[src/lts_ram.sv]
// generic simple dual-port ram with registered read
module lts_ram #(
  parameter int WIDTH = 8,
  parameter int DEPTH = 16
) (
  input  logic                     clk,
  input  logic                     we,
  input  logic [$clog2(DEPTH)-1:0] waddr,
  input  logic [WIDTH-1:0]         wdata,
  input  logic [$clog2(DEPTH)-1:0] raddr,
  output logic [WIDTH-1:0]         rdata
);
  logic [WIDTH-1:0] mem [DEPTH];

  always_ff @(posedge clk) begin
    if (we) begin
      mem[waddr] <= wdata;
    end
    rdata <= mem[raddr];
  end
endmodule

[config.mk]
export PLATFORM = sky130hd
export DESIGN_NAME = lts_ram
export DESIGN_NICKNAME = d
export VERILOG_FILES = /design/src/lts_ram.sv
export SDC_FILE = /design/constraint.sdc
export NUM_CORES = 1
export LEC_CHECK = 0
export BUFFER_PORTS_ARGS = -buffer_cell sky130_fd_sc_hd__buf_2
export CAP_MARGIN = 0
export CORE_ASPECT_RATIO = 0.8
export CORE_UTILIZATION = 52
export DETAILED_ROUTE_END_ITERATION = 6
export PLACE_DENSITY = 0.69
export SYNTH_ARGS = -nofsm -noshare
export SYNTH_HDL_FRONTEND = slang
export SYNTH_SLANG_ARGS = --single-unit
[constraint.sdc]
create_clock -name clk -period 1.95 [get_ports clk]
set_clock_uncertainty 0.05 [all_clocks]
set_input_delay 0.195 -clock clk [delete_from_list [all_inputs] [get_ports clk]]
set_output_delay 0.195 -clock clk [all_outputs]
set_load 0.1 [all_outputs]
[Yosys cells after proc, flatten, opt, wreduce, memory -nomap -nowiden]
Memories as Yosys holds them, arrays and structs flattened. A register that Yosys moved wholly into a read port is not among the register bits.
Index checks and enable logic that the tools add are counted.
Storage, ports and cells
  register bits: 0
  memories: 1
  ROM bits: 0
  bits in writable memories: 128
  output and inout port bits: 8
  bits in latches: 0
Memory list
  mem: depth 16, width 8, rd ports 1, clocked after memory_dff 1, wr ports 1, line 13  | logic [WIDTH-1:0] mem [DEPTH];
Cells by class
  shift-type cells: 0
  add/subtract/negate cells: 0
  multipliers: 0
  bitwise operators: 0
  reduce and logical (&&, ||, !) cells: 0
  eq/ne operators: 0
  divide/modulo/power cells: 0
  muxes and demuxes: 2
  magnitude comparators: 0
Operators by type and width (count)
  1-bit 2-to-1 mux: 2

[Logic depth before layout (Yosys ltp)]
Gate-level depths: netlist (run 1).
  depth after elaboration: 2
  gate-level depth with buffers: 5

[Worst setup path after synthesis (run 1)]
OpenSTA, ideal clock, no wires.
  path kind: in2reg
  start: input waddr[2]
  end: memory mem[0][0] (enable)
  buffers on the path: 0
  library setup time: 0.383 ns
  stages on the path: 2
  path slack: 0.212 ns
  arrival time: 1.305 ns
  cells stage by stage: or3b_2 > nor3_1
RTL lines
  from (decl): line 8  | input logic [$clog2(DEPTH)-1:0] waddr,
  to (decl): line 13
No word-level cell before the write port.

[Worst setup path in the final report (run 1)]
  start: register rdata[0] (read register of mem)
  end: output rdata[0]
RTL lines
  from (decl): line 11  | output logic [WIDTH-1:0] rdata
No word-level cell between the ends.

==> impl_metrics.env, run 1 <==
export IMPL_cellLeakagePower_nw=2.12
export IMPL_whs_path_depth=1
export IMPL_critPathKind="flop to output pin"
export IMPL_cts_tree="built"
export IMPL_maxSlewViolCount=0
export IMPL_finalSetupViolCount=0
export IMPL_synth_cell_types=19
export IMPL_start_kind="flop"
export IMPL_dpl_instance_area_mm2=0.00552
export IMPL_rows=32
export IMPL_power_frac_seq=0.471
export IMPL_dr_pass1_iters=5
export IMPL_cp_depth=1
export IMPL_tightest_slew_ns=0.503
export IMPL_cts_resized=0
export IMPL_core_area_mm2=0.00961
export IMPL_numCtsBuffers=17
export IMPL_antenna_found_initial=0
export IMPL_hold_viol_final=0
export IMPL_drive_gt1_frac=0.313
export IMPL_placedCellCount=384
export IMPL_p_clk_frac=0.467
export IMPL_synth_fp_nets=247
export IMPL_crit_chain="buf_2"
export IMPL_cts_root_buf="clkbuf_16"
export IMPL_syn_inst=229
export IMPL_sw_frac_of_total=0.200
export IMPL_die_height_um=91.0
export IMPL_drt_vias_per_instance=5.73
export IMPL_grt_pass1_vias=2483
export IMPL_grt_first_pass_wirelength_mm=13.8
export IMPL_cpLargestDelayFamily="buffers and inverters"
export IMPL_finalCritPeriodShare=0.756
export IMPL_path_buf_inv=1
export IMPL_cp_startpoint="rdata[0]"
export IMPL_htreeDepth=4
export IMPL_postRouteAntennaNets=0
export IMPL_io_pins=26
export IMPL_max_cap_violations=0
export IMPL_cp_endpoint="rdata[0]"
export IMPL_place_gp_congestion=0.727
export IMPL_combPwrFrac=0.062
export IMPL_p_int_mw=5.59
export IMPL_wl_per_cell_um=21.6
export IMPL_port_buffer_count=25
export IMPL_clk_pin_slew_ns=0.05
export IMPL_cp_end_kind="output pin"
export IMPL_nets=302
export IMPL_vdd_drop_max_mv=1.02
export IMPL_fmax_ghz=0.679
export IMPL_clock_sinks=136
export IMPL_power_per_cell_area_mw_per_mm2=1140
export IMPL_slew_headroom=0.667
export IMPL_dp_slack_ns=0.236
export IMPL_arrival_ns=1.23
export IMPL_cts_hold_buffers_added=0
export IMPL_clkLatencyLatePin_ns=0.41
export IMPL_hold_class="primary input to flop"
export IMPL_netlist_area_mm2=0.00515
export IMPL_p_total_mw=6.99
export IMPL_fin_hold_ws_ns=0.120
export IMPL_postCtsSetupRepairBufs=0
export IMPL_nFillCells=656
export IMPL_reg2reg_depth=3
export IMPL_crit_slowest_cell="buf_2"
export IMPL_fin_ws_ns=0.476
export IMPL_regToRegStartpoint="mem[10][2]"
export IMPL_drc=0
export IMPL_min_period_ns=1.47
export IMPL_dp_hpwl_mm=5.89
export IMPL_track_usage=0.199
export IMPL_ys_warn_count=0
export IMPL_drt_wl_total_mm=9.00
export IMPL_num_vias=2390
export IMPL_layout_cells_non_filler=417
export IMPL_die_w_um=113
export IMPL_timing_rr_end="rdata[2]"
export IMPL_synth_seq_cells=136
export IMPL_clockBufferDepth=2
export IMPL_rsz0062_at_grt="false"
export IMPL_synth_area_per_cell_um2=22.5
export IMPL_final_util=0.638
export IMPL_r2r_slack_ns=0.55
export IMPL_postLayoutCellArea_mm2=0.00613
export IMPL_hp_start="wdata[7]"
export IMPL_grt_max_degree=33
export IMPL_dieArea_mm2=0.0103
export IMPL_outcome="completed"
export IMPL_required_ns=1.70
export IMPL_slowest_delay_ns=0.45
export IMPL_critPathMaxFanout=1
export IMPL_drtIter0Drc=142
export IMPL_grt_ovfl_total=0
export IMPL_p_sw_mw=1.40
export IMPL_seq_area_frac_synth=0.778
export IMPL_tns_ns=0
export IMPL_initial_core_util=0.536
export IMPL_syn_to_final_growth_pct=19.2
-- placed cells by master (no fill, tap or decap), drive strengths merged --
cell type | synthesis | layout
edfxtp | 128 | 128
buf | 7 | 46
mux4 | 32 | 32
clkbuf | 0 | 22
a22oi | 16 | 16
nor2 | 13 | 13
nand2 | 9 | 9
dfxtp | 8 | 8
clkinv | 0 | 6
nor3 | 4 | 4
bufinv | 0 | 4
nand3b | 2 | 2
nand2b | 2 | 2
diode | 0 | 1
nor2b | 1 | 1
and2 | 1 | 1
and2b | 1 | 1
nand3 | 1 | 1
or3b | 1 | 1
-- state kept, by name, summed over array words and instances (netlist names) --
| name | count |
|---|---|
| rdata | 8 |
| mem | 128 |
-- cell type report --
cell class / count / area, µm² / area share
sequential: 136 / 4000 / 0.653
tap: 119 / 149 / 0.0243
timing repair buffer: 46 / 308 / 0.0502
clock buffer: 22 / 464 / 0.0757
antenna: 1 / 2.50 / 0.000408
multi-input combinational: 83 / 1060 / 0.172
clock inverter: 10 / 149 / 0.0243
-- how the worst min path moves through the flow --
stage,to
final,mem[7][7]
after global placement,mem[13][0]
after floorplan,mem[0][0]
after detailed placement,mem[14][0]
after global routing,mem[6][2]
after CTS,mem[13][7]
-- synth_stat cells --
cell               n  area (µm²)
nor2b_1            1        6.26
and2_1             1        6.26
edfxtp_1         128        3840
or3b_2             1        8.76
buf_4              1        7.51
nor2_1            13        48.8
mux4_2            18         405
dfxtp_1            8         160
nor3_1             4        20.0
and2b_1            1        7.51
a22oi_1           16         120
nand2_1            9        33.8
nand3_1            1        5.00
nand2b_1           2        12.5
mux4_1            14         368
nand3b_1           2        15.0
clkdlybuf4s25_2    3        30.0
buf_2              3        15.0
buf_6              3        33.8
-- power groups by stage --
stage | Combinational, mW | Clock, mW | Sequential, mW
global route | 0.462 | 3.41 | 3.29
detailed placement | 0.439 | 0 | 3.35
global placement | 0.430 | 0 | 3.35
CTS | 0.441 | 3.30 | 3.29
floorplan | 0.166 | 0 | 3.49
finish | 0.435 | 3.27 | 3.29
-- layer usage --
metal  track usage  wire (µm)  up-vias
met5             0          0        -
met4        0.0625         88        0
met3        0.0794        574        8
met2         0.300       4330       73
met1         0.267       4010     1221
li1              -          -     1088
-- logic make-up (layout without fill, tap and decap cells) --
| group | count (synthesis) | in the layout | share of synthesized area |
|---|---|---|---|
| AO/OA/AOI/OAI | 16 | 16 | 0.0233 |
| AND/OR/NAND/NOR | 35 | 35 | 0.0318 |
| buffers and inverters | 10 | 78 | 0.0168 |
| multiplexers | 32 | 32 | 0.150 |
| other | 0 | 1 | 0 |
| flip-flops | 136 | 136 | 0.778 |
No activity file was read; power rests on OpenSTA's default activity.
==> run 2, diff against run 1 <==
--- a/config.mk
+++ b/config.mk
@@ -5,12 +5,13 @@
 export SDC_FILE = /design/constraint.sdc
 export NUM_CORES = 1
 export LEC_CHECK = 0
+export ABC_AREA = 1
 export BUFFER_PORTS_ARGS = -buffer_cell sky130_fd_sc_hd__buf_2
 export CAP_MARGIN = 0
 export CORE_ASPECT_RATIO = 0.8
 export CORE_UTILIZATION = 52
 export DETAILED_ROUTE_END_ITERATION = 6
-export PLACE_DENSITY = 0.69
+export PLACE_DENSITY = 0.72
 export SYNTH_ARGS = -nofsm -noshare
 export SYNTH_HDL_FRONTEND = slang
 export SYNTH_SLANG_ARGS = --single-unit
==> constraint.sdc (replaced) <==
create_clock -name clk -period 1.2 [get_ports clk]
set_clock_uncertainty 0.05 [all_clocks]
set_input_delay 0.12 -clock clk [delete_from_list [all_inputs] [get_ports clk]]
set_output_delay 0.12 -clock clk [all_outputs]
set_load 0.1 [all_outputs]
==> run 2 against run 1 <==
Compared with the run above:
- synthesized cell count is 140% higher
- total power rose by 69%
- setup slack worse by 0.42 ns
- first-iteration DRC count up 140%
- global-route usage is 4.4 points higher
- clock power is 67% higher
- sequential power is 63% higher
- hold slack worse by 0.092 ns
- cell count up 81%
- sequential share of layout area is 7.5 points lower
- register-to-register slack lost 0.42 ns
- final area is 13% higher
==> impl_metrics.env, run 2 <==
export IMPL_die_height_um=96.2
export IMPL_nets=618
export IMPL_critPathMaxFanout=1
export IMPL_critPathKind="flop to output pin"
export IMPL_yosysTopAreaCell="edfxtp_1"
export IMPL_syn_to_final_growth_pct=20.2
export IMPL_drc=0
export IMPL_timing_rr_end="rdata[4]"
export IMPL_postRouteAntennaNets=0
export IMPL_clkLatencyLatePin_ns=0.42
export IMPL_wl_per_cell_um=16.3
export IMPL_track_usage=0.243
export IMPL_max_cap_violations=0
export IMPL_required_ns=1.03
export IMPL_placedCellCount=721
export IMPL_cts_root_buf="clkbuf_16"
export IMPL_final_util=0.658
export IMPL_tns_ns=0
export IMPL_hold_class="primary input to flop"
export IMPL_numCtsBuffers=17
export IMPL_largest_reg_flops=128
export IMPL_dieArea_mm2=0.0115
export IMPL_reg2reg_depth=6
export IMPL_die_w_um=120
export IMPL_cp_end_kind="output pin"
export IMPL_synth_ff_type="edfxtp_1"
export IMPL_synth_top_cell_area_share=0.667
export IMPL_syn_inst=551
export IMPL_rows=33
export IMPL_hold_viol_final=0
export IMPL_async_reset_ff_frac=0
export IMPL_fmax_ghz=0.875
export IMPL_antenna_found_initial=0
export IMPL_drtIter0Drc=340
export IMPL_drt_wl_total_mm=12.3
export IMPL_vdd_drop_max_mv=1.41
export IMPL_start_kind="flop"
export IMPL_layout_cells_non_filler=753
export IMPL_cp_endpoint="rdata[7]"
export IMPL_synth_fp_nets=569
export IMPL_grt_max_degree=57
export IMPL_drt_vias_per_instance=5.14
export IMPL_r2r_slack_ns=0.13
export IMPL_synthMostInstantiatedCell="nand2_1"
export IMPL_rsz0062_at_grt="false"
export IMPL_finalCritPeriodShare=0.952
export IMPL_num_antenna_cells=0
export IMPL_regToRegStartpoint="mem[1][4]"
export IMPL_grt_first_pass_wirelength_mm=20.1
export IMPL_grt_ovfl_total=0
export IMPL_num_vias=3874
export IMPL_clockBufferDepth=2
export IMPL_drive_gt1_frac=0.147
export IMPL_synth_edf_count=128
export IMPL_io_pins=26
export IMPL_maxSlewViolCount=0
export IMPL_slew_headroom=0.785
export IMPL_port_buffer_count=25
export IMPL_cp_startpoint="rdata[7]"
export IMPL_dp_hpwl_mm=7.87
export IMPL_cts_tree="built"
export IMPL_htreeDepth=4
export IMPL_synth_cell_types=12
export IMPL_ys_warn_count=0
export IMPL_core_area_mm2=0.0105
export IMPL_top_regs="mem x128, rdata x8"
export IMPL_initial_core_util=0.548
export IMPL_place_gp_congestion=0.830
export IMPL_dr_pass1_iters=5
export IMPL_final_cell_mix="nand2_1, edfxtp_1, inv_1"
export IMPL_yosys_top_cells_count="nand2_1, edfxtp_1, inv_1"
export IMPL_tightest_slew_ns=0.322
export IMPL_layout_commonest_cell="nand2_1"
export IMPL_path_buf_inv=1
export IMPL_clk_pin_slew_ns=0.06
export IMPL_clock_sinks=136
export IMPL_regMostFlops="mem"
export IMPL_crit_chain="buf_12"
export IMPL_seq_area_frac_synth=0.694
export IMPL_power_per_cell_area_mw_per_mm2=1700
export IMPL_yosys_top_cells_area="edfxtp_1, nand2_1, nand3_1"
export IMPL_arrival_ns=0.97
export IMPL_outcome="completed"
export IMPL_cpLargestDelayFamily="flip-flops"
export IMPL_synth_area_per_cell_um2=10.5
export IMPL_cts_hold_buffers_added=0
export IMPL_grt_pass1_vias=3904
export IMPL_min_period_ns=1.14
export IMPL_synth_seq_cells=136
export IMPL_cp_depth=1
export IMPL_crit_slowest_cell="dfxtp_1"
export IMPL_slowest_delay_ns=0.37
export IMPL_postCtsSetupRepairBufs=0
export IMPL_finalSetupViolCount=0
export IMPL_netlist_area_mm2=0.00577
export IMPL_cellLeakagePower_nw=3.03
-- run 2: changes by cell type in the layout (fill, tap and decap cells not counted), sizes merged, moves of 2 or more --
cell	previous run	this run
a22oi	16	0
buf	46	54
clkbuf	22	17
clkinv	6	8
clkinvlp	0	2
inv	0	103
mux4	32	0
nand2	9	173
nand2b	2	0
nand3	1	97
nor2	13	17
nor3	4	0
-- run 2: metrics by stage --
stage               power [mW]  worst slack [ns]  cell area [µm²]  hold slack (ns)
finish                    11.8            0.0575             6930           0.0281
detailed placement        6.43            0.0445             6300            0.456
CTS                       11.9            0.0315             6930          0.00725
floorplan                 6.03            0.0792             5770            0.169
global route              12.1            0.0147             6930           0.0186
global placement          6.42            0.0476             6300            0.454
-- run 2: timing repair --
action	CTS	global route
resized for setup	2	0
endpoints found under the hold margin	0	0
setup endpoints to repair	2	0
-- run 2: layer usage --
layer,up-vias,global-route usage,part of all wire
li1,1871,-,-
met1,1836,0.319,0.43
met2,150,0.385,0.47
met3,17,0.0664,0.079
met4,0,0.104,0.015
met5,-,0,0
-- run 2: worst min-delay path by stage --
stage                 to  cells after the start  slack [ns]      from
3_3_place_gp    rdata[1]                      3        0.45  raddr[3]
6_report        rdata[1]                      3        0.03  raddr[3]
2_1_floorplan  mem[0][0]                      0        0.17  wdata[0]
3_5_place_dp    rdata[1]                      3        0.46  raddr[3]
4_1_cts         rdata[1]                      3       0.007  raddr[3]
5_1_grt         rdata[1]                      3        0.02  raddr[3]
-- run 2: worst min-delay path, cell delays in order --
cell	delay (ns)
buf_2	0.18
nand3_1	0.11
nand2_1	0.04
-- run 2: final cells by class --
class,instances,area [µm²]
inverters,102,383
clock inverters,15,203
repair buffers,54,526
fillers,783,3600
flip-flops and latches,136,4010
well taps,140,175
multi-input cells,289,1210
clock buffers,17,425
-- run 2: cells by family (layout without fill, tap and decap cells) --
kind of cell | Yosys count | count (layout) | synth area share
flops | 136 | 136 | 0.694
simple gates | 289 | 289 | 0.210
buf+inv | 126 | 188 | 0.0952
-- run 2: where the power goes --
group          switching, mW  internal (mW)  total, mW  leakage [nW]
Sequential            0.0509           5.31       5.36          1.22
Clock                   1.97           3.48       5.45         0.303
Combinational          0.659          0.318      0.978          1.51
==> run 3, diff against run 2 <==
--- a/config.mk
+++ b/config.mk
@@ -8,10 +8,10 @@
 export ABC_AREA = 1
 export BUFFER_PORTS_ARGS = -buffer_cell sky130_fd_sc_hd__buf_2
 export CAP_MARGIN = 0
-export CORE_ASPECT_RATIO = 0.8
-export CORE_UTILIZATION = 52
+export CORE_ASPECT_RATIO = 0.7
+export CORE_UTILIZATION = 55
 export DETAILED_ROUTE_END_ITERATION = 6
-export PLACE_DENSITY = 0.72
+export PLACE_DENSITY = 0.75
 export SYNTH_ARGS = -nofsm -noshare
 export SYNTH_HDL_FRONTEND = slang
 export SYNTH_SLANG_ARGS = --single-unit
==> run 3 against run 2 <==
Compared with the run above:
- maximum frequency hardly changed
- largest cell class unchanged
- non-clock buffer count is 2 lower
- core utilization is 3.5 points higher
- hold slack better by 0.020 ns
==> impl_metrics.env, run 3 (synthesis gave the netlist of run 2 again) <==
export IMPL_whs_endpoint="mem[6][4]"
export IMPL_start_kind="flop"
export IMPL_cts_hold_buffers_added=0
export IMPL_final_cell_mix="nand2_1, edfxtp_1, inv_1"
export IMPL_max_cap_violations=0
export IMPL_r2r_slack_ns=0.17
export IMPL_regToRegStartpoint="mem[1][7]"
export IMPL_clockBufferDepth=2
export IMPL_die_height_um=87.7
export IMPL_core_area_mm2=0.00995
export IMPL_largest_reg_flops=128
export IMPL_drt_wl_total_mm=11.9
export IMPL_clkLatencyLatePin_ns=0.40
export IMPL_htreeDepth=4
export IMPL_syn_to_final_growth_pct=19.5
export IMPL_finalCritPeriodShare=0.951
export IMPL_drtIter0Drc=366
export IMPL_postLayoutCellArea_mm2=0.00689
export IMPL_nFillCells=714
export IMPL_outcome="completed"
export IMPL_crit_slowest_cell="dfxtp_1"
export IMPL_tightest_slew_ns=0.316
export IMPL_die_w_um=124
export IMPL_slew_headroom=0.789
export IMPL_grt_pass1_vias=3781
export IMPL_cts_resized=1
export IMPL_postCtsSetupRepairBufs=0
export IMPL_dr_pass1_iters=5
export IMPL_hp_start="wdata[4]"
export IMPL_rsz0062_at_grt="false"
export IMPL_dpl_instance_area_mm2=0.00631
export IMPL_clock_sinks=136
export IMPL_clk_pin_slew_ns=0.06
export IMPL_grt_ovfl_total=0
export IMPL_grt_first_pass_wirelength_mm=19.1
export IMPL_timing_rr_end="rdata[7]"
export IMPL_rows=30
export IMPL_drt_vias_per_instance=5.27
export IMPL_track_usage=0.237
export IMPL_power_per_cell_area_mw_per_mm2=1660
export IMPL_path_buf_inv=1
export IMPL_finalSetupViolCount=0
export IMPL_grt_max_degree=43
export IMPL_cts_root_buf="clkbuf_16"
export IMPL_regMostFlops="mem"
export IMPL_slowest_delay_ns=0.38
export IMPL_final_util=0.693
export IMPL_hold_viol_final=0
export IMPL_cellLeakagePower_nw=3.02
export IMPL_regArea_mm2=0.00401
export IMPL_initial_core_util=0.580
export IMPL_hold_class="primary input to flop"
export IMPL_multi_input_area_mm2=0.00121
export IMPL_arrival_ns=0.97
export IMPL_num_vias=3897
export IMPL_place_gp_congestion=0.799
export IMPL_cp_end_kind="output pin"
export IMPL_required_ns=1.03
export IMPL_dp_hpwl_mm=7.65
export IMPL_num_antenna_cells=0
export IMPL_reg2reg_depth=6
export IMPL_postRouteAntennaNets=0
export IMPL_critPathMaxFanout=1
export IMPL_vdd_drop_max_mv=0.968
export IMPL_maxSlewViolCount=0
export IMPL_wl_per_cell_um=16.1
export IMPL_top_regs="mem x128, rdata x8"
export IMPL_numCtsBuffers=17
export IMPL_cts_tree="built"
export IMPL_dieArea_mm2=0.0109
export IMPL_nets=616
export IMPL_drc=0
export IMPL_fmax_ghz=0.876
export IMPL_whs_path_depth=1
export IMPL_port_buffer_count=25
export IMPL_io_pins=26
export IMPL_drive_gt1_frac=0.129
export IMPL_tns_ns=0
export IMPL_cp_depth=1
export IMPL_antenna_found_initial=0
export IMPL_crit_chain="buf_12"
export IMPL_p_total_mw=11.4
export IMPL_critPathKind="flop to output pin"
export IMPL_cpLargestDelayFamily="flip-flops"
export IMPL_layout_commonest_cell="nand2_1"
export IMPL_min_period_ns=1.14
## run 3: cell count changes in the layout (fill, tap and decap cells not counted), sizes merged
cell      previous run  this run
buf                 54        52
inv                103       102
clkinvlp             2         0
clkbuf              17        29
bufinv               4         2
clkinv               8         1
## run 3: worst reg2reg max path, delay by kind of cell, from the launching register on
kind	cells	cell delay, ns
simple gates	5	0.43
flops	1	0.36
buf+inv	1	0.06
## run 3: worst max-delay path by stage
| stage | startpoint | end | slack [ns] |
|---|---|---|---|
| floorplan | waddr[3] | mem[4][0] | 0.08 |
| global placement | waddr[2] | mem[9][1] | 0.06 |
| detailed placement | raddr[0] | rdata[7] | 0.05 |
| CTS | rdata[5] | rdata[5] | 0.04 |
| global route | rdata[7] | rdata[7] | 0.03 |
| finish | rdata[5] | rdata[5] | 0.06 |
## run 3: layer usage
metal	vias up	track usage	share of wire	wire length, µm
met3	8	0.0690	0.083	984
met4	0	0.0657	0.0046	55
met1	1851	0.327	0.45	5340
li1	1866	-	-	-
met2	172	0.371	0.46	5540
met5	-	0	0	0
## run 3: power by group
group | total, mW | switching [mW] | internal [mW]
Clock | 5.10 | 1.76 | 3.34
Sequential | 5.37 | 0.0515 | 5.31
Combinational | 0.981 | 0.652 | 0.329
## run 3: area by class of cell
| type | instances | share of cell area |
|---|---|---|
| Sequential cell | 136 | 0.581 |
| Tap cell | 128 | 0.0232 |
| Clock buffer | 29 | 0.0755 |
| Timing Repair Buffer | 52 | 0.0795 |
| Clock inverter | 3 | 0.00926 |
| Inverter | 102 | 0.0555 |
| Multi-Input combinational cell | 289 | 0.176 |
## run 3: metrics by stage
| step | std cells | worst slack [ns] | hold slack (ns) |
|---|---|---|---|
| global route | 739 | 0.0264 | 0.0484 |
| finish | 739 | 0.0583 | 0.0478 |
| floorplan | 551 | 0.0792 | 0.169 |
| detailed placement | 707 | 0.0462 | 0.464 |
| CTS | 739 | 0.0417 | 0.0333 |
| global placement | 707 | 0.0604 | 0.467 |
