File: src/lts_pkg.sv
// shared constants, codes and memory port types for the topological sort block
package lts_pkg;

  localparam int MAX_NODES = 64;
  localparam int MAX_EDGES = 256;
  localparam int ID_W      = 64;
  localparam int ORD_W     = $clog2(MAX_NODES);
  localparam int NCNT_W    = $clog2(MAX_NODES + 1);
  localparam int EADDR_W   = $clog2(MAX_EDGES);
  localparam int ECNT_W    = $clog2(MAX_EDGES + 1);
  localparam int DEG_W     = ECNT_W;
  localparam int EDGE_W    = 2 * ORD_W;

  localparam logic [1:0] OP_NODE   = 2'd0;
  localparam logic [1:0] OP_EDGE   = 2'd1;
  localparam logic [1:0] OP_RUN    = 2'd2;
  localparam logic [1:0] OP_UNUSED = 2'd3;

  localparam logic [1:0] ST_OK       = 2'd0;
  localparam logic [1:0] ST_INVALID  = 2'd1;
  localparam logic [1:0] ST_CYCLE    = 2'd2;
  localparam logic [1:0] ST_OVERFLOW = 2'd3;

  typedef struct packed {
    logic              we;
    logic [ORD_W-1:0]  waddr;
    logic [ID_W-1:0]   wdata;
    logic [ORD_W-1:0]  raddr;
  } nid_req_t;

  typedef struct packed {
    logic               we;
    logic [EADDR_W-1:0] waddr;
    logic [EDGE_W-1:0]  wdata;
    logic [EADDR_W-1:0] raddr;
  } edg_req_t;

  typedef struct packed {
    logic              we;
    logic [ORD_W-1:0]  waddr;
    logic [DEG_W-1:0]  wdata;
    logic [ORD_W-1:0]  raddr;
  } deg_req_t;

  typedef struct packed {
    logic              we;
    logic [ORD_W-1:0]  waddr;
    logic [ORD_W-1:0]  wdata;
    logic [ORD_W-1:0]  raddr;
  } ord_req_t;

  typedef struct packed {
    logic              idle;
    logic [NCNT_W-1:0] node_total;
  } core_sts_t;

endpackage

File: src/lts_if.sv
// handshake channels for input transactions and results
interface lts_in_if
  import lts_pkg::*;
  ();
  logic            valid;
  logic            ready;
  logic [1:0]      operation;
  logic [ID_W-1:0] node_id;
  logic [ID_W-1:0] edge_before_id;
  logic [ID_W-1:0] edge_after_id;
  modport source (output valid, operation, node_id, edge_before_id, edge_after_id,
                  input ready);
  modport sink (input valid, operation, node_id, edge_before_id, edge_after_id,
                output ready);
endinterface

interface lts_out_if
  import lts_pkg::*;
  ();
  logic             valid;
  logic             ready;
  logic [ORD_W-1:0] node_ordinal;
  logic [1:0]       status;
  logic             last;
  modport source (output valid, node_ordinal, status, last, input ready);
  modport sink (input valid, node_ordinal, status, last, output ready);
endinterface

File: src/lts_core.sv
// sequencer: loads, edge resolution, kahn selection passes and emission
module lts_core
  import lts_pkg::*;
(
  input  logic                clk,
  input  logic                rst_n,
  lts_in_if.sink              in_ch,
  lts_out_if.source           out_ch,
  output nid_req_t            nid_req,
  input  logic [ID_W-1:0]     nid_rdata,
  output edg_req_t            edg_req,
  input  logic [EDGE_W-1:0]   edg_rdata,
  output deg_req_t            deg_req,
  input  logic [DEG_W-1:0]    deg_rdata,
  output ord_req_t            ord_req,
  input  logic [ORD_W-1:0]    ord_rdata,
  output core_sts_t           sts
);
  localparam logic [3:0] S_IDLE  = 4'd0;
  localparam logic [3:0] S_LSRCH = 4'd1;
  localparam logic [3:0] S_LFIN  = 4'd2;
  localparam logic [3:0] S_LINC  = 4'd3;
  localparam logic [3:0] S_PSCAN = 4'd4;
  localparam logic [3:0] S_PFIN  = 4'd5;
  localparam logic [3:0] S_ERD   = 4'd6;
  localparam logic [3:0] S_ECHK  = 4'd7;
  localparam logic [3:0] S_EDEC  = 4'd8;
  localparam logic [3:0] S_ORD   = 4'd9;
  localparam logic [3:0] S_OLD   = 4'd10;
  localparam logic [3:0] S_OHOLD = 4'd11;
  localparam logic [3:0] S_CLR   = 4'd12;

  logic [3:0]          state_r, state_nxt;
  logic [NCNT_W-1:0]   ntot_r, ntot_nxt;
  logic [ECNT_W-1:0]   etot_r, etot_nxt;
  logic [1:0]          err_r, err_nxt;
  logic [MAX_NODES-1:0] dvld_r, dvld_nxt;
  logic [MAX_NODES-1:0] emit_r, emit_nxt;
  logic [NCNT_W-1:0]   k_r, k_nxt;
  logic                ev_r, ev_nxt;
  logic [ORD_W-1:0]    evi_r, evi_nxt;
  logic [ID_W-1:0]     bid_r, bid_nxt, aid_r, aid_nxt;
  logic                bf_r, bf_nxt, af_r, af_nxt;
  logic [ORD_W-1:0]    bo_r, bo_nxt, ao_r, ao_nxt;
  logic                pf_r, pf_nxt;
  logic [ORD_W-1:0]    pick_r, pick_nxt;
  logic [ID_W-1:0]     pmin_r, pmin_nxt;
  logic [NCNT_W-1:0]   done_r, done_nxt;
  logic [ECNT_W-1:0]   ek_r, ek_nxt;
  logic                ov_r, ov_nxt;
  logic [ORD_W-1:0]    oord_r, oord_nxt;
  logic [1:0]          ost_r, ost_nxt;
  logic                olast_r, olast_nxt;
  logic [DEG_W-1:0]    deg_cur;
  logic                acc;

  function automatic logic [1:0] first_err(input logic [1:0] cur, input logic [1:0] code);
    first_err = (cur == ST_OK) ? code : cur;
  endfunction

  assign acc = in_ch.valid && in_ch.ready;
  assign in_ch.ready = (state_r == S_IDLE);
  assign out_ch.valid = ov_r;
  assign out_ch.node_ordinal = oord_r;
  assign out_ch.status = ost_r;
  assign out_ch.last = olast_r;
  assign sts.idle = (state_r == S_IDLE);
  assign sts.node_total = ntot_r;

  always_comb begin
    state_nxt = state_r;
    ntot_nxt = ntot_r;
    etot_nxt = etot_r;
    err_nxt = err_r;
    dvld_nxt = dvld_r;
    emit_nxt = emit_r;
    k_nxt = k_r;
    ev_nxt = 1'b0;
    evi_nxt = evi_r;
    bid_nxt = bid_r;
    aid_nxt = aid_r;
    bf_nxt = bf_r;
    af_nxt = af_r;
    bo_nxt = bo_r;
    ao_nxt = ao_r;
    pf_nxt = pf_r;
    pick_nxt = pick_r;
    pmin_nxt = pmin_r;
    done_nxt = done_r;
    ek_nxt = ek_r;
    ov_nxt = ov_r;
    oord_nxt = oord_r;
    ost_nxt = ost_r;
    olast_nxt = olast_r;
    nid_req = '0;
    edg_req = '0;
    deg_req = '0;
    ord_req = '0;
    deg_cur = dvld_r[evi_r] ? deg_rdata : '0;
    case (state_r)
      S_IDLE: begin
        if (acc) begin
          case (in_ch.operation)
            OP_NODE: begin
              if (ntot_r == NCNT_W'(MAX_NODES)) begin
                err_nxt = first_err(err_r, ST_OVERFLOW);
              end else begin
                nid_req.we = 1'b1;
                nid_req.waddr = ntot_r[ORD_W-1:0];
                nid_req.wdata = in_ch.node_id;
                ntot_nxt = ntot_r + 1'b1;
              end
            end
            OP_EDGE: begin
              if (etot_r == ECNT_W'(MAX_EDGES)) begin
                err_nxt = first_err(err_r, ST_OVERFLOW);
              end else begin
                bid_nxt = in_ch.edge_before_id;
                aid_nxt = in_ch.edge_after_id;
                bf_nxt = 1'b0;
                af_nxt = 1'b0;
                k_nxt = '0;
                state_nxt = S_LSRCH;
              end
            end
            OP_RUN: begin
              if (err_r != ST_OK) begin
                ov_nxt = 1'b1;
                oord_nxt = '0;
                ost_nxt = err_r;
                olast_nxt = 1'b1;
                state_nxt = S_OHOLD;
              end else if (ntot_r == '0) begin
                state_nxt = S_CLR;
              end else begin
                done_nxt = '0;
                k_nxt = '0;
                pf_nxt = 1'b0;
                state_nxt = S_PSCAN;
              end
            end
            default: begin
            end
          endcase
        end
      end
      S_LSRCH: begin
        // issue one read per cycle, compare the entry read in the cycle before
        nid_req.raddr = k_r[ORD_W-1:0];
        if (k_r < ntot_r) begin
          ev_nxt = 1'b1;
          evi_nxt = k_r[ORD_W-1:0];
          k_nxt = k_r + 1'b1;
        end
        if (ev_r) begin
          if (!bf_r && nid_rdata == bid_r) begin
            bf_nxt = 1'b1;
            bo_nxt = evi_r;
          end
          if (!af_r && nid_rdata == aid_r) begin
            af_nxt = 1'b1;
            ao_nxt = evi_r;
          end
        end else if (k_r >= ntot_r) begin
          state_nxt = S_LFIN;
        end
      end
      S_LFIN: begin
        if (!bf_r || !af_r || bo_r == ao_r) begin
          err_nxt = first_err(err_r, ST_INVALID);
          state_nxt = S_IDLE;
        end else begin
          edg_req.we = 1'b1;
          edg_req.waddr = etot_r[EADDR_W-1:0];
          edg_req.wdata = {bo_r, ao_r};
          etot_nxt = etot_r + 1'b1;
          deg_req.raddr = ao_r;
          evi_nxt = ao_r;
          state_nxt = S_LINC;
        end
      end
      S_LINC: begin
        deg_req.we = 1'b1;
        deg_req.waddr = evi_r;
        deg_req.wdata = deg_cur + 1'b1;
        dvld_nxt[evi_r] = 1'b1;
        state_nxt = S_IDLE;
      end
      S_PSCAN: begin
        nid_req.raddr = k_r[ORD_W-1:0];
        deg_req.raddr = k_r[ORD_W-1:0];
        if (k_r < ntot_r) begin
          ev_nxt = 1'b1;
          evi_nxt = k_r[ORD_W-1:0];
          k_nxt = k_r + 1'b1;
        end
        if (ev_r) begin
          if (!emit_r[evi_r] && deg_cur == '0 && (!pf_r || nid_rdata < pmin_r)) begin
            pf_nxt = 1'b1;
            pick_nxt = evi_r;
            pmin_nxt = nid_rdata;
          end
        end else if (k_r >= ntot_r) begin
          state_nxt = S_PFIN;
        end
      end
      S_PFIN: begin
        if (!pf_r) begin
          ov_nxt = 1'b1;
          oord_nxt = '0;
          ost_nxt = ST_CYCLE;
          olast_nxt = 1'b1;
          state_nxt = S_OHOLD;
        end else begin
          emit_nxt[pick_r] = 1'b1;
          ord_req.we = 1'b1;
          ord_req.waddr = done_r[ORD_W-1:0];
          ord_req.wdata = pick_r;
          ek_nxt = '0;
          state_nxt = S_ERD;
        end
      end
      S_ERD: begin
        if (ek_r < etot_r) begin
          edg_req.raddr = ek_r[EADDR_W-1:0];
          state_nxt = S_ECHK;
        end else if (done_r + 1'b1 == ntot_r) begin
          k_nxt = '0;
          state_nxt = S_ORD;
        end else begin
          done_nxt = done_r + 1'b1;
          k_nxt = '0;
          pf_nxt = 1'b0;
          state_nxt = S_PSCAN;
        end
      end
      S_ECHK: begin
        if (edg_rdata[EDGE_W-1:ORD_W] == pick_r) begin
          deg_req.raddr = edg_rdata[ORD_W-1:0];
          evi_nxt = edg_rdata[ORD_W-1:0];
          state_nxt = S_EDEC;
        end else begin
          ek_nxt = ek_r + 1'b1;
          state_nxt = S_ERD;
        end
      end
      S_EDEC: begin
        if (deg_cur != '0) begin
          deg_req.we = 1'b1;
          deg_req.waddr = evi_r;
          deg_req.wdata = deg_cur - 1'b1;
        end
        ek_nxt = ek_r + 1'b1;
        state_nxt = S_ERD;
      end
      S_ORD: begin
        ord_req.raddr = k_r[ORD_W-1:0];
        state_nxt = S_OLD;
      end
      S_OLD: begin
        ov_nxt = 1'b1;
        oord_nxt = ord_rdata;
        ost_nxt = ST_OK;
        olast_nxt = (k_r + 1'b1 == ntot_r);
        state_nxt = S_OHOLD;
      end
      S_OHOLD: begin
        if (out_ch.ready) begin
          ov_nxt = 1'b0;
          if (olast_r) begin
            state_nxt = S_CLR;
          end else begin
            k_nxt = k_r + 1'b1;
            state_nxt = S_ORD;
          end
        end
      end
      S_CLR: begin
        ntot_nxt = '0;
        etot_nxt = '0;
        err_nxt = ST_OK;
        dvld_nxt = '0;
        emit_nxt = '0;
        state_nxt = S_IDLE;
      end
      default: begin
        state_nxt = S_IDLE;
      end
    endcase
  end

  always_ff @(posedge clk) begin
    if (!rst_n) begin
      state_r <= S_IDLE;
      ntot_r <= '0;
      etot_r <= '0;
      err_r <= ST_OK;
      dvld_r <= '0;
      emit_r <= '0;
      ev_r <= 1'b0;
      ov_r <= 1'b0;
    end else begin
      state_r <= state_nxt;
      ntot_r <= ntot_nxt;
      etot_r <= etot_nxt;
      err_r <= err_nxt;
      dvld_r <= dvld_nxt;
      emit_r <= emit_nxt;
      ev_r <= ev_nxt;
      ov_r <= ov_nxt;
    end
  end

  always_ff @(posedge clk) begin
    k_r <= k_nxt;
    evi_r <= evi_nxt;
    bid_r <= bid_nxt;
    aid_r <= aid_nxt;
    bf_r <= bf_nxt;
    af_r <= af_nxt;
    bo_r <= bo_nxt;
    ao_r <= ao_nxt;
    pf_r <= pf_nxt;
    pick_r <= pick_nxt;
    pmin_r <= pmin_nxt;
    done_r <= done_nxt;
    ek_r <= ek_nxt;
    oord_r <= oord_nxt;
    ost_r <= ost_nxt;
    olast_r <= olast_nxt;
  end
endmodule

File: src/flat_wrapper.sv
// flat-port wrapper written by rule: the top's interface ports become plain ports
module lts_core_flat import lts_pkg::*;
  (clk, rst_n, nid_req, nid_rdata, edg_req, edg_rdata, deg_req, deg_rdata, ord_req, ord_rdata, sts, in_ch_valid, in_ch_operation, in_ch_node_id, in_ch_edge_before_id, in_ch_edge_after_id, in_ch_ready, out_ch_valid, out_ch_node_ordinal, out_ch_status, out_ch_last, out_ch_ready);
  lts_in_if in_ch_i ();
  lts_out_if out_ch_i ();
  input  logic clk;
  input  logic rst_n;
  output nid_req_t nid_req;
  input  logic [ID_W-1:0] nid_rdata;
  output edg_req_t edg_req;
  input  logic [EDGE_W-1:0] edg_rdata;
  output deg_req_t deg_req;
  input  logic [DEG_W-1:0] deg_rdata;
  output ord_req_t ord_req;
  input  logic [ORD_W-1:0] ord_rdata;
  output core_sts_t sts;
  input wire logic [$bits(in_ch_i.valid)-1:0] in_ch_valid;
  input wire logic [$bits(in_ch_i.operation)-1:0] in_ch_operation;
  input wire logic [$bits(in_ch_i.node_id)-1:0] in_ch_node_id;
  input wire logic [$bits(in_ch_i.edge_before_id)-1:0] in_ch_edge_before_id;
  input wire logic [$bits(in_ch_i.edge_after_id)-1:0] in_ch_edge_after_id;
  output wire logic [$bits(in_ch_i.ready)-1:0] in_ch_ready;
  output wire logic [$bits(out_ch_i.valid)-1:0] out_ch_valid;
  output wire logic [$bits(out_ch_i.node_ordinal)-1:0] out_ch_node_ordinal;
  output wire logic [$bits(out_ch_i.status)-1:0] out_ch_status;
  output wire logic [$bits(out_ch_i.last)-1:0] out_ch_last;
  input wire logic [$bits(out_ch_i.ready)-1:0] out_ch_ready;
  assign in_ch_i.valid = in_ch_valid;
  assign in_ch_i.operation = in_ch_operation;
  assign in_ch_i.node_id = in_ch_node_id;
  assign in_ch_i.edge_before_id = in_ch_edge_before_id;
  assign in_ch_i.edge_after_id = in_ch_edge_after_id;
  assign in_ch_ready = in_ch_i.ready;
  assign out_ch_valid = out_ch_i.valid;
  assign out_ch_node_ordinal = out_ch_i.node_ordinal;
  assign out_ch_status = out_ch_i.status;
  assign out_ch_last = out_ch_i.last;
  assign out_ch_i.ready = out_ch_ready;
  lts_core u_core (.clk(clk), .rst_n(rst_n), .in_ch(in_ch_i), .out_ch(out_ch_i), .nid_req(nid_req), .nid_rdata(nid_rdata), .edg_req(edg_req), .edg_rdata(edg_rdata), .deg_req(deg_req), .deg_rdata(deg_rdata), .ord_req(ord_req), .ord_rdata(ord_rdata), .sts(sts));
endmodule
File: config.mk
export PLATFORM = sky130hd
export DESIGN_NAME = lts_core_flat
export DESIGN_NICKNAME = d
export VERILOG_FILES = /design/src/lts_pkg.sv /design/src/lts_if.sv /design/src/lts_core.sv /design/src/flat_wrapper.sv
export SDC_FILE = /design/constraint.sdc
export NUM_CORES = 1
export LEC_CHECK = 0
export BUFFER_PORTS_ARGS = -buffer_cell sky130_fd_sc_hd__buf_2
export CAP_MARGIN = 20
export CORE_MARGIN = 2
export CORE_UTILIZATION = 55
export CTS_CLUSTER_SIZE = 10
export DETAILED_ROUTE_END_ITERATION = 8
export PLACE_DENSITY = 0.81
export SYNTH_ARGS = -nofsm -noshare
export SYNTH_HDL_FRONTEND = slang
export SYNTH_SLANG_ARGS = --single-unit
File: constraint.sdc
create_clock -name clk -period 6.2 [get_ports clk]
set_input_delay 0.62 -clock clk [delete_from_list [all_inputs] [get_ports clk]]
set_output_delay 0.62 -clock clk [all_outputs]
set_load 0.02 [all_outputs]
**Yosys cells after proc, flatten, opt, wreduce, memory -nomap -nowiden**

Index checks and enable logic that the tools add are counted.
W data, S select, Z words.

- Add/subtract/negate cells: 7
- Multipliers: 0
- Divide/modulo/power cells: 0
- Order comparisons: 8
- Equal/unequal tests: 59
- Shifts and indexed selects: 0
- Multiplexer cells: 118
- Bitwise gates (word level): 3
- Reductions and logical operators: 54

Operator list:

| cell | count |
|---|---|
| $mux W71 | 4 |
| $pmux W64 S2 | 2 |
| $eq A64 B64 Y1 | 2 |
| $or A64 B64 Y64 | 2 |
| $mux W7 | 15 |
| $mux W6 | 11 |
| $lt A64 B64 Y1 | 1 |
| $mux W64 | 1 |
| $pmux W6 S3 | 3 |
| $mux W4 | 13 |
| $pmux W4 S11 | 1 |
| $mux W21 | 2 |
| $pmux W7 S2 | 3 |
| $mux W9 | 4 |
| $ne A2 B2 Y1 const B | 18 |
| $pmux W16 S2 | 1 |
| $pmux W7 S4 | 1 |
| $add A9 B1 Y9 const B | 3 |
| $pmux W9 S3 | 1 |
| $mux W13 | 2 |
| $mux W1 | 25 |
| $ne A2 B1 Y1 const B | 12 |
| $mux W2 | 11 |
| $add A7 B1 Y7 const B | 3 |
| other kinds (51) | 108 |

- Flip-flop bits (word level): 403
- Bits in latches: 0
- RAM bits: 0
- ROM bits: 0
- Bits of input ports: 289
- Output and inout port bits: 166
- Word-level logic and storage cells: 273
- Memories: 0

**Logic depth before layout (Yosys ltp)**

Gate-level depths: netlist of the first run.

- Depth in word-level cells: 9
- Gate-level depth with buffers: 18
- Depth with buffers taken out: 14

**Worst setup path after synthesis of the first run**

No wires, ideal clock.

- Kind: reg-to-reg
- From: reg u_core.evi_r[1]
- To: reg u_core.pick_r[0], enable pin
- Setup time: 0.435 ns
- Arrival time: 4.771 ns
- Slack: 0.993 ns
- Cell stages (with the launch flop): 16
- Clock period less this slack: 5.207 ns
- Cells stage by stage: edfxtp_1 buf_2 buf_2 mux2_2 a221oi_1 o22ai_1 a22o_1 nor3_4 buf_4 nand2b_1 ha_1 o21a_1 nand4b_1 nor3_1 o2111a_1 and2_1

- Cells in the longest elaborated chain, start to end: 7
- Elaborated cells between the ends (all ways): 10
- Classes of those cells: mux (5); reduce/logical (5)

Ends and longest elaborated chain:

| what | RTL line | RTL |
|---|---|---|
| start: declaration | lts_core.sv:41 | `logic [ORD_W-1:0] evi_r, evi_nxt;` |
| start signal: assignment | lts_core.sv:316 | `evi_r <= evi_nxt;` |
| $bmux W1 S6 | lts_core.sv:99 | `deg_cur = dvld_r[evi_r] ? deg_rdata : '0;` |
| $mux W1 (not written as such) | lts_core.sv:99 |  |
| $mux W9 | lts_core.sv:99 |  |
| $logic_not A9 Y1 | lts_core.sv:198 | `if (!emit_r[evi_r] && deg_cur == '0 && (!pf_r \|\| nid_rdata < pmin_r)) begin` |
| $logic_and A1 B1 Y1 (*) (2 in series) | lts_core.sv:198 |  |
| $reduce_and A3 Y1 (no line) (*) | - |  |
| end signal: assignment | lts_core.sv:324 | `pick_r <= pick_nxt;` |
| end: declaration | lts_core.sv:46 | `logic [ORD_W-1:0] pick_r, pick_nxt;` |

Mark *: on every way between the ends. The rest lies on a longest branch, timed or not. The select of a mux whose other input is x is not followed.
A chain may end at the register's enable or synchronous reset.

==> results of run 1 <==
area by class of cell:
cell class              instances  area (µm²)  share of cell area
diodes                          4        10.0            0.000410
clock buffers                  78        1310              0.0537
clock inverters                 6        90.1             0.00369
inverters                     124         468              0.0192
multi-input cells            1321        8880               0.363
flip-flops and latches        403       10600               0.433
well taps                     468         586              0.0240
repair buffers                480        2500               0.102
sequential cells by signal (all words and copies together), names as in the netlist, 7 cells and up:
name and count:
u_core.dvld_r 64, u_core.k_r 7, u_core.emit_r 64, u_core.pmin_r 64
u_core.ntot_r 7, u_core.etot_r 9, u_core.bid_r 64, u_core.ek_r 9
u_core.done_r 7, u_core.aid_r 64
kinds of logic after synthesis:
kind of cell	Yosys count	share of synthesized area
adders and majority gates	95	0.0586
buffers and inverters	217	0.0418
DFF	403	0.522
xor gates and xnor gates	163	0.0704
and+or+nand+nor	670	0.169
muxes	39	0.0266
AOI/OAI and AO/OA	354	0.111
cell usage in the layout, fill, tap and decap left out, types with 19 or more instances in the layout:
master     count
nor2b_1       26
a21oi_1      165
and2_1        60
edfxtp_1     251
xor2_1        64
dfxtp_1      152
nand3_1       49
inv_1        121
mux2_2        19
nor4_1        23
nor2_1       223
nand2b_1      19
o21ai_0       34
buf_2        455
nor3_1        33
nand4_1       39
and3_1        97
xnor2_1       99
buf_4         20
clkbuf_16     47
ha_1          95
nand2_1       60
clkbuf_1      29
layer usage:
metal,track usage,share of wire,vias up
li1,-,-,7870
met1,0.448,0.40,8348
met2,0.526,0.46,1057
met3,0.0629,0.11,177
met4,0.125,0.037,6
met5,0,0.00059,-
worst max path at each step:
| stage | from | slack [ps] | cells after the start | end |
|---|---|---|---|---|
| 2_1_floorplan | u_core.evi_r[1]$_DFFE_PP_ | 990 | 15 | u_core.pick_r[0]$_DFFE_PP_ |
| 5_1_grt | u_core.evi_r[1]$_DFFE_PP_ | 710 | 16 | deg_req[14] |
| 6_report | u_core.evi_r[1]$_DFFE_PP_ | 1100 | 16 | deg_req[14] |
| 3_3_place_gp | u_core.evi_r[1]$_DFFE_PP_ | 1550 | 13 | u_core.pmin_r[38]$_DFFE_PP_ |
| 4_1_cts | u_core.evi_r[1]$_DFFE_PP_ | 1110 | 16 | deg_req[14] |
| 3_5_place_dp | u_core.evi_r[1]$_DFFE_PP_ | 1420 | 13 | u_core.pmin_r[38]$_DFFE_PP_ |
worst reg2reg max path, cell delays in order (launching register included):
cell      delay, ps
edfxtp_1        700
buf_4           400
mux2_2          390
a221oi_1        310
o22ai_1         150
a22o_1          260
nor3_4          290
nand2b_1        200
ha_1            200
o21a_1          160
nand4b_1        120
nor3_1          150
o2111a_1        300
and2_4          800
power by group through the flow:
stage | Combinational (mW) | Sequential, mW | Clock (mW)
floorplan | 1.38 | 3.37 | 0
global placement | 1.97 | 3.46 | 0
detailed placement | 2.01 | 3.47 | 0
CTS | 2.03 | 3.42 | 2.57
global route | 2.25 | 3.44 | 2.69
finish | 2.09 | 3.42 | 2.56
metrics by stage:
step           hold WS (ps)  instances  power (mW)  worst slack, ps
2_1_floorplan           428       1941        4.75              993
3_3_place_gp            441       2789        5.43             1550
3_5_place_dp            451       2790        5.48             1420
4_1_cts                 168       2874        8.02             1110
5_1_grt                 164       2883        8.38              714
6_report                183       2884        8.08             1100
==> metrics.md, run 1 <==
| Metric | Value |
|---|---|
| Status | finished clean |
| Die Wd | 196 µm |
| PostCTS Resize Cnt | 0 |
| Biggest cell delay along the critical path | 700 ps |
| Layout cells sized above 1 | 0.241 |
| Max-Cap Viols | 0 |
| RSZ-0062 raised after global routing | false |
| Count leader, synth | edfxtp_1 |
| Post-CTS Setup Bufs | 0 |
| Yosys warns | 0 |
| Initial antenna violation count | 7 |
| Cells along the critical path | buf_4 > nor2b_1 > a22oi_1 > o21ai_0 > a22o_1 > nor3_4 > nand2b_1 > inv_1 > ha_1 > nand3_1 > nor3_1 > nand3_1 > xnor2_1 > nand2_1 > nand2_1 > buf_2 |
| Post-layout util | 0.670 |
| EDFF count, synth | 251 |
| Synth top area share | 0.372 |
| Comb pwr share | 0.259 |
| Syn Nets | 2325 |
| Crit path max fanout | 26 |
| Seq pwr share | 0.424 |
| Mapped Area | 20300 µm² |
| Cts hold-fix bufs | 0 |
| VDD IR max | 0.000283 V |
| Post-DP HPWL | 48.0 mm |
| Site row count | 70 |
| First-pass detailed-route iteration total | 8 |
| First-pass GRT wire length | 97.1 mm |
| Worst Path Buf+Inv | 3 |
| Mean Syn Cell Area | 10.4 µm² |
| Die Ht | 196 µm |
| Worst R2R End | u_core.pmin_r[38]$_DFFE_PP_ |
| Sink Count | 403 |
| CTS clk-pin slew, worst paths | 60 ps |
| Top_reg_cell synth | edfxtp_1 |
| CP max stage cell | edfxtp_1 |
| Nets | 2761 |
| CP arrival | 4480 ps |
| Fmax | 196 MHz |
| Largest delay share family, worst path | simple AND/OR/NAND/NOR gates |
| GP Congestion | 0.955 |
| Hold EP | u_core.aid_r[44]$_DFFE_PP_ |
| Finished Cell Area | 24400 µm² |
| Largest net degree at the start of global routing | 117 |
| Post-synthesis cell type count | 73 |
| Core area | 36400 µm² |
| Top-level I/O count | 455 |
| NetSw | 2.74 mW |
| Clock Tree Buf Depth | 3 |
| Final Hold Viols | 0 |
| Clk network pwr share | 0.317 |
| Vias in the first global route | 16900 |
| Crit path launch type | flop |
| Vias/cell | 6.05 |
| CTS buffer count | 47 |
| Ys async rst share | 0 |
| Commonest cells in the netlist | 251 x edfxtp_1, 223 x nor2_1, 165 x a21oi_1, 152 x dfxtp_1, 122 x inv_1 |
| Worst-Margin Slew | 1130 ps |
| Post-synth top area cell | edfxtp_1 |
| Fill count | 2783 |
| # DRC | 0 |
| PD cells | 331 nW/µm² |
| Final wirelength | 64.6 mm |
| Switching share of power | 0.339 |
| Total gr overflow | 0 |
| Die footprint | 38400 µm² |
| GRT Resource Usage Total | 0.329 |
| H-tree depth | 2 |
| Largest cells by area after synthesis | edfxtp_1 37%, dfxtp_1 15%, ha_1 5.9% |
| Vias | 17500 |
| Fin. max-slew vios | 0 |
| Hold_sp | in_ch_edge_after_id[44] |
| Reg2reg path depth | 13 |
| CTS root buf | clkbuf_16 |
| Internal power | 5.34 mW |
| P_leak | 10.5 nW |
| CP Class | flop to primary output |
| R2r startpoint | u_core.evi_r[1]$_DFFE_PP_ |
| Initial Utilization | 0.556 |
| CTS tree | done |
| Placed instance area | 22900 µm² |
| Setup TNS | 0 ps |
| Worst Path Required | 5580 ps |
| Routed Antenna Nets | 0 |
| Skew-Pair Late Insertion Delay | 610 ps |
| Routed len/inst | 22.4 µm |
| Critical path capture point type | primary output |
| Area growth syn-to-layout | 20.5% |
| Hold Path Depth | 1 |
| Syn Inst Count | 1941 |
| Register area share after synthesis | 0.522 |
| Tightest Hold Check Type | input pin to flop |
| Minimum clock period | 5100 ps |
| Post-route clock period utilization | 0.822 |
| # port buffers | 454 |
| Final setup vio count | 0 |
| Clock skew | 37.8 ps |
| Initial DRC count | 2090 |
| Reg-to-reg slack, setup | 1350 ps |
| Worst slew margin | 0.240 |
| Synthesized flop and latch total | 403 |
No activity file was read; power rests on OpenSTA's default activity.
==> inputs of run 2 (changes only) <==
==> constraint.sdc (replaced) <==
create_clock -name clk -period 5.31 [get_ports clk]
set_input_delay 0.531 -clock clk [delete_from_list [all_inputs] [get_ports clk]]
set_output_delay 0.531 -clock clk [all_outputs]
set_load 0.02 [all_outputs]
==> run 2 against run 1 <==
Compared with the run above:
- cell count shrank 0.28%
- sequential cell count is the same
- sequential power grew 17%
- first-iteration DRC count shrank 10%
==> metrics.md, run 2 (synthesis results as in run 1) <==
| Metric | Value |
|---|---|
| Die Wd | 196 µm |
| Tightest Hold Check Type | input pin to flop |
| Routed Antenna Nets | 0 |
| VDD IR max | 0.000256 V |
| Core area | 36400 µm² |
| Fill count | 2755 |
| Final Hold Viols | 0 |
| Initial DRC count | 1882 |
| Status | finished clean |
| Crit path max fanout | 29 |
| Leading cell types in the layout, fill and taps excluded | 454 x buf_2, 251 x edfxtp_1, 223 x nor2_1 |
| First-pass GRT wire length | 96.1 mm |
| Layout cells sized above 1 | 0.245 |
| GRT Resource Usage Total | 0.326 |
| H-tree depth | 2 |
| Sink Count | 403 |
| Post-route clock period utilization | 0.932 |
| PostCTS Resize Cnt | 0 |
| Cts hold-fix bufs | 0 |
| Initial Utilization | 0.556 |
| Nets | 2768 |
| Die footprint | 38400 µm² |
| Max-Cap Viols | 0 |
| PD cells | 385 nW/µm² |
| Most common cell after layout, fill and taps aside | buf_2 |
| Worst setup margin | 362 ps |
| Vias in the first global route | 17000 |
| # DRC | 0 |
| Initial antenna violation count | 4 |
| Post-layout util | 0.671 |
| Worst slew margin | 0.214 |
| Worst slack, placed | 740 ps |
| Placed instance area | 23000 µm² |
| Finished Cell Area | 24400 µm² |
| First-pass detailed-route iteration total | 6 |
| CTS tree | done |
| Worst-Margin Slew | 1170 ps |
| Fin. max-slew vios | 0 |
| Placed cell count | 2796 |
| # port buffers | 454 |
| CTS buffer count | 47 |
| Total gr overflow | 0 |
| Minimum clock period | 4950 ps |
| Final wirelength | 63.4 mm |
| Fmax | 202 MHz |
| Largest net degree at the start of global routing | 129 |
| Vias/cell | 6.04 |
| Clock Tree Buf Depth | 3 |
| Post-DP HPWL | 47.9 mm |
| Skew-Pair Late Insertion Delay | 600 ps |
| Routed len/inst | 22.0 µm |
| Final total power | 9.42 mW |
| Critical path capture point type | primary output |
| Post-CTS Setup Bufs | 0 |
| Area growth syn-to-layout | 20.6% |
| CP Class | flop to primary output |
| GP Congestion | 0.971 |
| Final setup vio count | 0 |
| Setup TNS | 0 ps |
| CTS clk-pin slew, worst paths | 50 ps |
| Top-level I/O count | 455 |
| Die Ht | 196 µm |
| CP arrival | 4420 ps |
| P_leak | 10.5 nW |
| Worst Path Required | 4780 ps |
| RSZ-0062 raised after global routing | false |
| Fin cells | 2876 |
| Vias | 17400 |
| Crit path launch type | flop |
| CTS root buf | clkbuf_16 |
| Clock skew | 32.9 ps |
| Site row count | 70 |
| Fin Hold WS | 108 ps |
-- run 2: changes by cell type in the layout (fill, tap and decap cells not counted), sizes merged --
cell / before / now
buf: 477 / 483
bufinv: 0 / 1
clkbuf: 81 / 70
clkinv: 8 / 5
diode: 4 / 2
inv: 122 / 123
-- run 2: worst paths after layout --
| kind | from | endpoint | slack (ps) | depth (start not counted) |
|---|---|---|---|---|
| max | u_core.evi_r[0]$_DFFE_PP_ | deg_req[12] | 360 | 12 |
| min | in_ch_edge_before_id[0] | u_core.bid_r[0]$_DFFE_PP_ | 110 | 1 |
| max reg2reg | u_core.evi_r[0]$_DFFE_PP_ | u_core.pmin_r[39]$_DFFE_PP_ | 690 | 14 |
| min reg2reg | u_core.dvld_r[21]$_SDFFE_PN0P_ | u_core.dvld_r[21]$_SDFFE_PN0P_ | 460 | 2 |
-- run 2: worst max-delay path, cell delays in order (launching register included) --
cell      delay [ps]
edfxtp_1         760
buf_4            420
nor2_1           190
a221oi_1         370
o21ai_0          130
a22o_1           280
nor3_4           310
nand2b_1         210
ha_1             340
nand3_1          110
a31o_1           240
a22o_1           280
buf_2            180
-- run 2: layout make-up --
class | count | area, µm² | share of cell area
Antenna cell | 2 | 5.00 | 0.000205
Tap cell | 468 | 586 | 0.0240
Clock inverter | 5 | 90.1 | 0.00369
Sequential cell | 403 | 10600 | 0.433
Inverter | 124 | 468 | 0.0191
Timing Repair Buffer | 487 | 2550 | 0.104
Multi-Input combinational cell | 1321 | 8880 | 0.363
Clock buffer | 66 | 1280 | 0.0523
-- run 2: metal layers --
metal | vias up | GRT usage | wire length [µm]
met5 | - | 0 | 23
met4 | 4 | 0.139 | 2510
met3 | 171 | 0.0658 | 6900
met2 | 1075 | 0.520 | 28900
met1 | 8266 | 0.436 | 25000
li1 | 7856 | - | -
-- run 2: power by group --
part | internal, mW | switching, mW
combinational | 0.890 | 1.57
clock | 1.71 | 1.24
sequential | 3.69 | 0.306
